==> config.mk <==
export PLATFORM = sky130hd
export DESIGN_NAME = sav_ctrl
export DESIGN_NICKNAME = d
export VERILOG_FILES = /design/src/hw/rtl/sav_pkg.sv /design/src/hw/rtl/sav_ctrl.sv
export SDC_FILE = /design/constraint.sdc
export NUM_CORES = 1
export LEC_CHECK = 0
export ABC_AREA = 1
export BUFFER_PORTS_ARGS = -buffer_cell sky130_fd_sc_hd__buf_2
export CAP_MARGIN = 30
export CORE_UTILIZATION = 35
export DETAILED_ROUTE_END_ITERATION = 7
export GPL_TIMING_DRIVEN = 0
export PLACE_DENSITY_LB_ADDON = 0.08
export SYNTH_ARGS = -nofsm -noshare
export SYNTH_HDL_FRONTEND = slang
export SYNTH_SLANG_ARGS = --single-unit
==> constraint.sdc <==
create_clock -name clk -period 3.6 [get_ports clk]
set_clock_uncertainty 0.15 [all_clocks]
set_input_delay 0.36 -clock clk [delete_from_list [all_inputs] [get_ports clk]]
set_output_delay 0.36 -clock clk [all_outputs]
set_load 0.1 [all_outputs]
==> src/hw/rtl/sav_pkg.sv <==
// ----------------------------------------------------------------------------
// sav_pkg
// Shared types, codes and sizes for the snapshot versioned array.
// ----------------------------------------------------------------------------
package sav_pkg;

    localparam int ELEMENTS   = 1024;
    localparam int MAX_SNAPS  = 256;
    localparam int HIST_DEPTH = 8;
    localparam int VALUE_BITS = 30;

    localparam int IDX_W   = $clog2(ELEMENTS);
    localparam int LEN_W   = 11;
    localparam int SNAP_W  = 8;
    localparam int SCNT_W  = $clog2(MAX_SNAPS + 1);
    localparam int CNT_W   = $clog2(HIST_DEPTH + 1);
    localparam int SLOT_W  = (HIST_DEPTH > 1) ? $clog2(HIST_DEPTH) : 1;
    localparam int HADDR_W = IDX_W + SLOT_W;

    localparam logic [1:0] ACT_SET  = 2'd0;
    localparam logic [1:0] ACT_SNAP = 2'd1;
    localparam logic [1:0] ACT_GET  = 2'd2;

    localparam logic [2:0] ST_OK        = 3'd0;
    localparam logic [2:0] ST_BAD_INDEX = 3'd1;
    localparam logic [2:0] ST_NOT_TAKEN = 3'd2;
    localparam logic [2:0] ST_HIST_FULL = 3'd3;
    localparam logic [2:0] ST_EXHAUSTED = 3'd4;

    typedef struct packed {
        logic [1:0]            action;
        logic [9:0]            item_index;
        logic [29:0]           write_value;
        logic [7:0]            snap_query;
    } request_t;

    typedef struct packed {
        logic [29:0]           read_value;
        logic [7:0]            snap_number;
        logic [2:0]            status;
    } result_t;

    typedef struct packed {
        logic                  dirty;
        logic [CNT_W-1:0]      count;
        logic [VALUE_BITS-1:0] value;
    } elem_word_t;

    typedef struct packed {
        logic [SNAP_W-1:0]     snap_id;
        logic [VALUE_BITS-1:0] value;
    } hist_word_t;

    typedef enum logic [2:0] {
        RES_ZERO,
        RES_BAD_INDEX,
        RES_NOT_TAKEN,
        RES_HIST_FULL,
        RES_EXHAUSTED,
        RES_SNAP,
        RES_VALUE
    } res_kind_t;

    typedef struct packed {
        logic      latch;
        logic      sel_scan;
        logic      scan_clr;
        logic      scan_inc;
        logic      clr_wr;
        logic      set_wr;
        logic      cmt_wr;
        logic      ptr_load;
        logic      ptr_dec;
        logic      snap_inc;
        logic      res_valid;
        res_kind_t res_kind;
    } cmd_t;

    typedef struct packed {
        logic [1:0] action;
        logic       idx_ok;
        logic       query_ok;
        logic       exhausted;
        logic       scan_last;
        logic       elem_dirty;
        logic       elem_full;
        logic       ptr_zero;
        logic       hist_hit;
    } stat_t;

endpackage

==> src/hw/rtl/sav_ctrl.sv <==
// ----------------------------------------------------------------------------
// sav_ctrl
// Sequencer: clearing pass, set read-modify-write, two-pass snap scan and
// newest-first history search for get.
// ----------------------------------------------------------------------------
module sav_ctrl
    import sav_pkg::*;
(
    input  logic  clk,
    input  logic  rst_n,
    input  logic  start,
    input  stat_t stat,
    output logic  busy,
    output cmd_t  cmd
);

    typedef enum logic [3:0] {
        S_CLEAR,
        S_IDLE,
        S_DECODE,
        S_SET_WR,
        S_GET_CNT,
        S_GET_RD,
        S_GET_CHK,
        S_CHK_RD,
        S_CHK_EVAL,
        S_CMT_RD,
        S_CMT_EVAL
    } state_t;

    state_t state_reg;
    state_t state_next;
    logic   busy_reg;

    always_comb
    begin
        state_next = state_reg;
        cmd        = '0;
        cmd.res_kind = RES_ZERO;
        case (state_reg)
            S_CLEAR:
            begin
                cmd.sel_scan = 1'b1;
                cmd.clr_wr   = 1'b1;
                cmd.scan_inc = 1'b1;
                if (stat.scan_last)
                begin
                    state_next = S_IDLE;
                end
            end
            S_IDLE:
            begin
                if (start)
                begin
                    cmd.latch  = 1'b1;
                    state_next = S_DECODE;
                end
            end
            S_DECODE:
            begin
                case (stat.action)
                    ACT_SET:
                    begin
                        if (!stat.idx_ok)
                        begin
                            cmd.res_valid = 1'b1;
                            cmd.res_kind  = RES_BAD_INDEX;
                            state_next    = S_IDLE;
                        end
                        else
                        begin
                            state_next = S_SET_WR;
                        end
                    end
                    ACT_SNAP:
                    begin
                        if (stat.exhausted)
                        begin
                            cmd.res_valid = 1'b1;
                            cmd.res_kind  = RES_EXHAUSTED;
                            state_next    = S_IDLE;
                        end
                        else
                        begin
                            cmd.scan_clr = 1'b1;
                            state_next   = S_CHK_RD;
                        end
                    end
                    ACT_GET:
                    begin
                        if (!stat.idx_ok)
                        begin
                            cmd.res_valid = 1'b1;
                            cmd.res_kind  = RES_BAD_INDEX;
                            state_next    = S_IDLE;
                        end
                        else if (!stat.query_ok)
                        begin
                            cmd.res_valid = 1'b1;
                            cmd.res_kind  = RES_NOT_TAKEN;
                            state_next    = S_IDLE;
                        end
                        else
                        begin
                            state_next = S_GET_CNT;
                        end
                    end
                    default:
                    begin
                        cmd.res_valid = 1'b1;
                        cmd.res_kind  = RES_ZERO;
                        state_next    = S_IDLE;
                    end
                endcase
            end
            S_SET_WR:
            begin
                cmd.set_wr    = 1'b1;
                cmd.res_valid = 1'b1;
                state_next    = S_IDLE;
            end
            S_GET_CNT:
            begin
                cmd.ptr_load = 1'b1;
                state_next   = S_GET_RD;
            end
            S_GET_RD:
            begin
                if (stat.ptr_zero)
                begin
                    cmd.res_valid = 1'b1;
                    state_next    = S_IDLE;
                end
                else
                begin
                    state_next = S_GET_CHK;
                end
            end
            S_GET_CHK:
            begin
                if (stat.hist_hit)
                begin
                    cmd.res_valid = 1'b1;
                    cmd.res_kind  = RES_VALUE;
                    state_next    = S_IDLE;
                end
                else
                begin
                    cmd.ptr_dec = 1'b1;
                    state_next  = S_GET_RD;
                end
            end
            S_CHK_RD:
            begin
                cmd.sel_scan = 1'b1;
                state_next   = S_CHK_EVAL;
            end
            S_CHK_EVAL:
            begin
                cmd.sel_scan = 1'b1;
                if (stat.elem_dirty && stat.elem_full)
                begin
                    cmd.res_valid = 1'b1;
                    cmd.res_kind  = RES_HIST_FULL;
                    state_next    = S_IDLE;
                end
                else if (stat.scan_last)
                begin
                    cmd.scan_clr = 1'b1;
                    state_next   = S_CMT_RD;
                end
                else
                begin
                    cmd.scan_inc = 1'b1;
                    state_next   = S_CHK_RD;
                end
            end
            S_CMT_RD:
            begin
                cmd.sel_scan = 1'b1;
                state_next   = S_CMT_EVAL;
            end
            S_CMT_EVAL:
            begin
                cmd.sel_scan = 1'b1;
                cmd.cmt_wr   = stat.elem_dirty;
                if (stat.scan_last)
                begin
                    cmd.res_valid = 1'b1;
                    cmd.res_kind  = RES_SNAP;
                    cmd.snap_inc  = 1'b1;
                    state_next    = S_IDLE;
                end
                else
                begin
                    cmd.scan_inc = 1'b1;
                    state_next   = S_CMT_RD;
                end
            end
            default:
            begin
                state_next = S_IDLE;
            end
        endcase
    end

    always_ff @(posedge clk or negedge rst_n)
    begin
        if (!rst_n)
        begin
            state_reg <= S_CLEAR;
            busy_reg  <= 1'b1;
        end
        else
        begin
            state_reg <= state_next;
            busy_reg  <= state_next != S_IDLE;
        end
    end

    assign busy = busy_reg;

endmodule

# After elaboration in Yosys (flattened, before gate mapping)
# Index checks and enable logic that the tools add are counted.
dict set report totals {
  ff_bits 5
  inputBits 13
}
dict set report classes {
  eq_ne 13
  muxes 41
  n_reduce_logical 4
}
# cell count
set op_table {}
lappend op_table {{$mux 4} 12}
lappend op_table {{$pmux 4 s10} 1}
lappend op_table {{$pmux 4 s3} 2}
lappend op_table {{$eq 4x3->1 const B} 4}
lappend op_table {{$mux 1} 15}
lappend op_table {{$eq 4x4->1 const B} 3}
lappend op_table {{$mux 3} 4}
lappend op_table {{$pmux 3 s4} 1}
lappend op_table {{$eq 4x2->1 const B} 2}
lappend op_table {{$pmux 1 s6} 1}
lappend op_table {{$mux 5} 1}
lappend op_table {{$reduce_or 5->1} 1}
lappend op_table {{$eq 4x1->1 const B} 1}
lappend op_table {{$logic_not 4->1} 1}
lappend op_table {{$mux 2} 2}
lappend op_table {{$ne 4x1->1 const B} 1}
lappend op_table {{$pmux 1 s3} 1}
lappend op_table {{$eq 2x1->1 const B} 1}
lappend op_table {{$eq 2x2->1 const B} 1}
lappend op_table {{$logic_not 2->1} 1}
lappend op_table {{$pmux 1 s2} 1}
lappend op_table {{$logic_and 1x1->1} 1}

# Logic depth before layout (Yosys ltp)
# Gate-level depths: netlist (run 1).
dict set report depth {
  word_depth 5
  depth_mapped 8
  mapped_depth_nobuf 8
}

# Worst setup path after synthesis (run 1)
# No wires, ideal clock.
dict set report synth_timing {
  path_kind {flip-flop to output port}
  startpoint {register state_reg[3]}
  endpoint {output port cmd[0] (netlist bit)}
  arrival_time_ns 4.112
  path_slack_ns -1.022
  path_stages_with_launch 4
  required_time_ns 3.090
  cell_sequence {dfrtp_1 > nor2_1 > nand2_1 > o311ai_0}
}
# element line
set synth_lines {}
lappend synth_lines {{from (decl)} sav_ctrl.sv:31} ;# state_t state_reg;
lappend synth_lines {{from (signal assigned)} sav_ctrl.sv:216} ;# state_reg <= state_next;
lappend synth_lines {{to (decl)} sav_ctrl.sv:14} ;# output cmd_t cmd

==> impl_metrics.toml, run 1 <==
[cells_and_area]
layout.nets = 145
syn_to_final_growth_pct = 33.6
largest_register_ff_count = 4
finalNonFillerCells = 147
nFillCells = 184
post_route_cells_drive_above_1_share_pct = 35.9
antenna_cells_inserted = 0

[sta]
setup_viol_count_final = 0
fmaxAchievable_ghz = 0.434
relSlewSlack_pct = 67.6
max_slew.worst_pin.slew_ns = 0.489
worst_hold_slack_ns = 0.296
setup-tns-final_ns = 0
min_period_ns = 2.31
timing.final.max_slew_violations = 0
post-route-period-util_pct = 64.0
hold_viol = 0
rsz0062_at_grt = "false"

[die]
floorplan.io_pins = 28
die_span_in_y_um = 43.0
floorplan.initialDensity_pct = 38.1
floorplan.die_area_um2 = 1850
placement_rows = 14
die_width_um = 43.0
core-area_um2 = 1540

[route]
wl_per_cell_um = 10.8
detail_route.vias_per_cell = 5.02
wirelength_um = 1590
antenna_left = 0
detailedRoute.firstPassIterationCount = 4
detail_route.drc_violations = 0
initialDrtViolationCount = 15
via_count = 738

[synth]
async_reset_ff_share_pct = 100
synth_largest_area_cell = "dfrtp_1"
sequential_share_of_the_synthesized_area_pct = 21.5
synth.yosys.warnings = 0
synthesis.instances = 99
synthesis.area_um2 = 588
synth_top_cell_area_share_pct = 17.0
synth.avg_cell_area_um2 = 5.94
yosys_most_used_dff = "dfrtp_1"
synth_edf_count = 0
synth_top_cells_by_area = "dfrtp_1 17%, nand2_1 16%, nor2_1 10%"
postSynthRegisterBits = 5
synth_most_common_cell = "nand2_1"
synthDistinctLibCells = 23
synth_fp_nets = 112
ys_top_cells_by_count = "25 x nand2_1, 16 x nor2_1, 12 x inv_1"

[clocking]
cts_made_buffers = 3
clk_pin_slew_ns = 0.05
number_of_buffers_on_the_longest_clock_path = 2
clock-sinks = 5
htree_num_levels = 1
cts_root_buf = "clkbuf_4"
tritoncts = "built"
post_cts.resized_instances = 0
clock_latency_ns = 0.25

[worst_setup_path]
worst_ep_arrival_time_ns = 1.80
worst_ep_required_time_ns = 3.09
critical_path.endpoint_type = "primary output"
critical_path.startpoint_type = "register"
worstSetupPathType = "register to primary output"
critical_path.max_fanout = 5

[global_route]
grt.overflow.total = 0
vias_in_the_first_global_route = 652
grt_pass1_wl_um = 2620
initial_antenna_violation_count = 0
total_global_route_track_usage_pct = 18.5
grt_start_max_net_pins = 7

[place]
place.detailed.instances = 142
io_buffer_count = 27
globalplace.congestion = 0.804
hpwlAfterDp_um = 1360

[worst_hold_path]
holdCritPathClass = "primary input to asynchronous set/reset pin"

[run]
cap_violations = 0

[outcome]
result_of_the_run = "complete, no violations"
[kinds of logic (layout without fill, tap and decap cells)]
logic type / after synthesis / in the layout / share of synthesized area (%)
and+or+nand+nor: 70 / 70 / 58.9
buffers and inverters: 16 / 48 / 10.2
AOI/OAI and AO/OA: 8 / 8 / 9.36
DFF: 5 / 5 / 21.5
[layout make-up]
| cell class | count | area, um2 | area share (%) |
|---|---|---|---|
| multi-input cells | 78 | 408 | 51.9 |
| clock buffers | 4 | 26.3 | 3.34 |
| inverters | 16 | 60.1 | 7.64 |
| flip-flops and latches | 5 | 126 | 16.1 |
| well taps | 16 | 20.0 | 2.55 |
| repair buffers | 28 | 145 | 18.5 |
[placed cells by master, fill, tap and decap left out, drive strengths merged]
cell type / count
a211o: 1
a21oi: 1
buf: 27
clkbuf: 4
dfrtp: 4
dfstp: 1
dlygate4sd3: 1
inv: 16
nand2: 28
nand3: 11
nand3b: 3
nand4: 3
nor2: 22
nor3: 1
nor3b: 1
nor4: 1
o211ai: 3
o21ai: 2
o311ai: 1
[critical path, stage by stage, from the launching register on]
cell and delay (ns):
dfrtp_1 0.41, inv_2 0.13, nand2_1 0.12, nor2_2 0.16
nand2_1 0.12, nand2_1 0.08, nor3_1 0.04, nand3b_1 0.07
buf_2 0.42
[stage by stage]
stage	worst slack (ns)	util [%]	instance area, um2
floorplan	0.143	-	594
finish	1.29	51.0	786
detailed placement	1.56	48.6	749
global placement	1.57	48.6	749
global route	1.12	51.0	786
CTS	1.28	51.0	786
[what timing repair did]
action                                  in CTS  in global routing
endpoints found under the setup margin       0                  0
setup buffers                                0                  0
hold buffers                                 1                  0
hold endpoints to repair                     5                  0
[layer usage]
layer	part of all wire [%]	global-route usage [%]	vias to the layer above
met1	46	23.0	331
met5	0	0	-
met2	49	30.9	20
li1	-	-	385
met4	1.5	7.88	0
met3	3.5	3.83	2
[final timing paths]
check | start | end | cells after the start | slack [ns]
worst max register to register | state_reg[2] | busy | 7 | 2.19
min in group clk | start | state_reg[1] | 3 | 0.30
worst max-delay path | state_reg[2] | cmd[3] | 8 | 1.29
max in group asynchronous | rst_n | busy | 2 | 2.78
worst min-delay path | rst_n | state_reg[3] | 2 | 0.30
worst min register to register | state_reg[3] | state_reg[1] | 2 | 0.60
Power of run 1 is left out: the tool's default activity adds up to more than one toggle a clock period on the data nets, which glitch-free logic cannot reach.
==> run 2: changes to the inputs <==
Clock period 3.6 ns to 2.2 ns, I/O delays scaled along.
==> run 2 against run 1 <==
  * Cell count stayed put
  * Critical endpoint is now cmd[11]
  * Worst hold slack worse by 0.15 ns
  * Highest routed layer is now met3
  * Wire length is 1.3% higher
  * Via count is 0.14% lower
  * First-iteration DRC count is 27% lower
  * Cell area is 11% higher
  * Setup slack worse by 1.2 ns
  * Register-to-register slack worse by 1.5 ns
  * Core utilization is 5.4 points higher
  * Critical path depth is 2 lower
==> impl_metrics.toml, run 2 (synthesized netlist as in run 1, its figures left out) <==
[cells_and_area]
syn_to_final_growth_pct = 47.7
post_route_cells_drive_above_1_share_pct = 45.8
nFillCells = 161
largest_register_ff_count = 4
layout.nets = 145
layout.cells.most_common_list = "23 x buf_2, 22 x nand2_1, 13 x nor2_1"
antenna_cells_inserted = 0
final_common_cell = "buf_2"

[place]
hpwlAfterDp_um = 1370
globalplace.congestion = 0.825
io_buffer_count = 27

[global_route]
total_global_route_track_usage_pct = 19.1
grt_start_max_net_pins = 7
grt_pass1_wl_um = 2660
vias_in_the_first_global_route = 661
grt.overflow.total = 0
initial_antenna_violation_count = 0

[worst_setup_path]
worst_ep_arrival_time_ns = 1.72
critical_path.endpoint_type = "primary output"
worstSetupPathType = "register to primary output"
critical_path.startpoint_type = "register"
critical_path.max_fanout = 6
worst_ep_required_time_ns = 1.83

[route]
detailedRoute.firstPassIterationCount = 4
antenna_left = 0
via_count = 737
wirelength_um = 1610
wl_per_cell_um = 11.0
detail_route.drc_violations = 0
detail_route.vias_per_cell = 5.01
initialDrtViolationCount = 11

[clocking]
tritoncts = "built"
clk_pin_slew_ns = 0.04
clock_latency_ns = 0.23
htree_num_levels = 1
post-cts-setup-buffer-count = 0
number_of_buffers_on_the_longest_clock_path = 2
cts_made_buffers = 3
cts_root_buf = "clkbuf_4"
clock-sinks = 5

[sta]
hold_viol = 0
relSlewSlack_pct = 67.8
setup-tns-final_ns = 0
max_slew.worst_pin.slew_ns = 0.486
fmaxAchievable_ghz = 0.479
min_period_ns = 2.09
post-route-period-util_pct = 94.8
rsz0062_at_grt = "false"
setup_viol_count_final = 0
timing.final.max_slew_violations = 0

[outcome]
result_of_the_run = "complete, no violations"

[die]
floorplan.io_pins = 28
die_width_um = 43.0
floorplan.die_area_um2 = 1850
placement_rows = 14
floorplan.initialDensity_pct = 38.1
die_span_in_y_um = 43.0
core-area_um2 = 1540

[run]
cap_violations = 0

[worst_hold_path]
holdCritPathClass = "primary input to register"
run 2: cell types whose count changed in the layout (fill, tap and decap cells not counted), moves of 2 or more:
cell / delta
nor2_4: +2
buf_2: -4
nand2_2: +2
clkbuf_4: +3
nor2_1: -3
nand2_1: -3
run 2: final cells by class:
| cell class | count | area [um2] | share of cell area [%] |
|---|---|---|---|
| Clock buffer | 4 | 26.3 | 3.03 |
| Inverter | 16 | 66.3 | 7.64 |
| Multi-Input combinational cell | 78 | 469 | 54.0 |
| Sequential cell | 5 | 128 | 14.7 |
| Tap cell | 16 | 20.0 | 2.31 |
| Timing Repair Buffer | 28 | 159 | 18.3 |
run 2: final timing paths:
check / endpoint / cells past startpoint / start / slack, ns
min reg2reg: state_reg[1] / 2 / state_reg[3] / 0.58
min: state_reg[1] / 3 / start / 0.15
max reg2reg: busy / 7 / state_reg[0] / 0.74
max in group asynchronous: busy / 2 / rst_n / 1.51
min in group asynchronous: state_reg[3] / 2 / rst_n / 0.18
max: cmd[11] / 6 / state_reg[0] / 0.11
run 2: per-stage QoR:
step           setup slack (ns)  hold slack [ns]  instance area (um2)  util (%)  cells
6_report                  0.114            0.150                  868      56.3    147
5_1_grt                 0.00922            0.181                  868      56.3    147
4_1_cts                  0.0446            0.148                  855      55.4    147
3_5_place_dp              0.221           -0.113                  816      52.9    142
3_3_place_gp              0.231           -0.115                  816      52.9    142
2_1_floorplan            -0.309           -0.226                  661         -     99
run 2: worst max-delay path, cell delays in order, from the launching register on:
cell,delay [ns]
dfrtp_1,0.44
inv_4,0.14
nand2_2,0.11
nor2_2,0.13
nand3_1,0.14
o21ai_2,0.08
buf_2,0.43
run 2: routing by layer:
layer	vias to the layer above	part of all wire [%]	GRT usage, %
met5	-	0	0
met4	0	0	7.27
met3	0	3.0	3.83
met2	15	52	31.2
met1	330	45	24.6
li1	392	-	-
run 2: what timing repair did:
action / in CTS / in global routing
hold endpoints to repair: 5 / 0
setup endpoints to repair: 1 / 6
resized for setup: 1 / 5
hold buffers: 1 / 0
Power of run 2 is left out for the same reason.
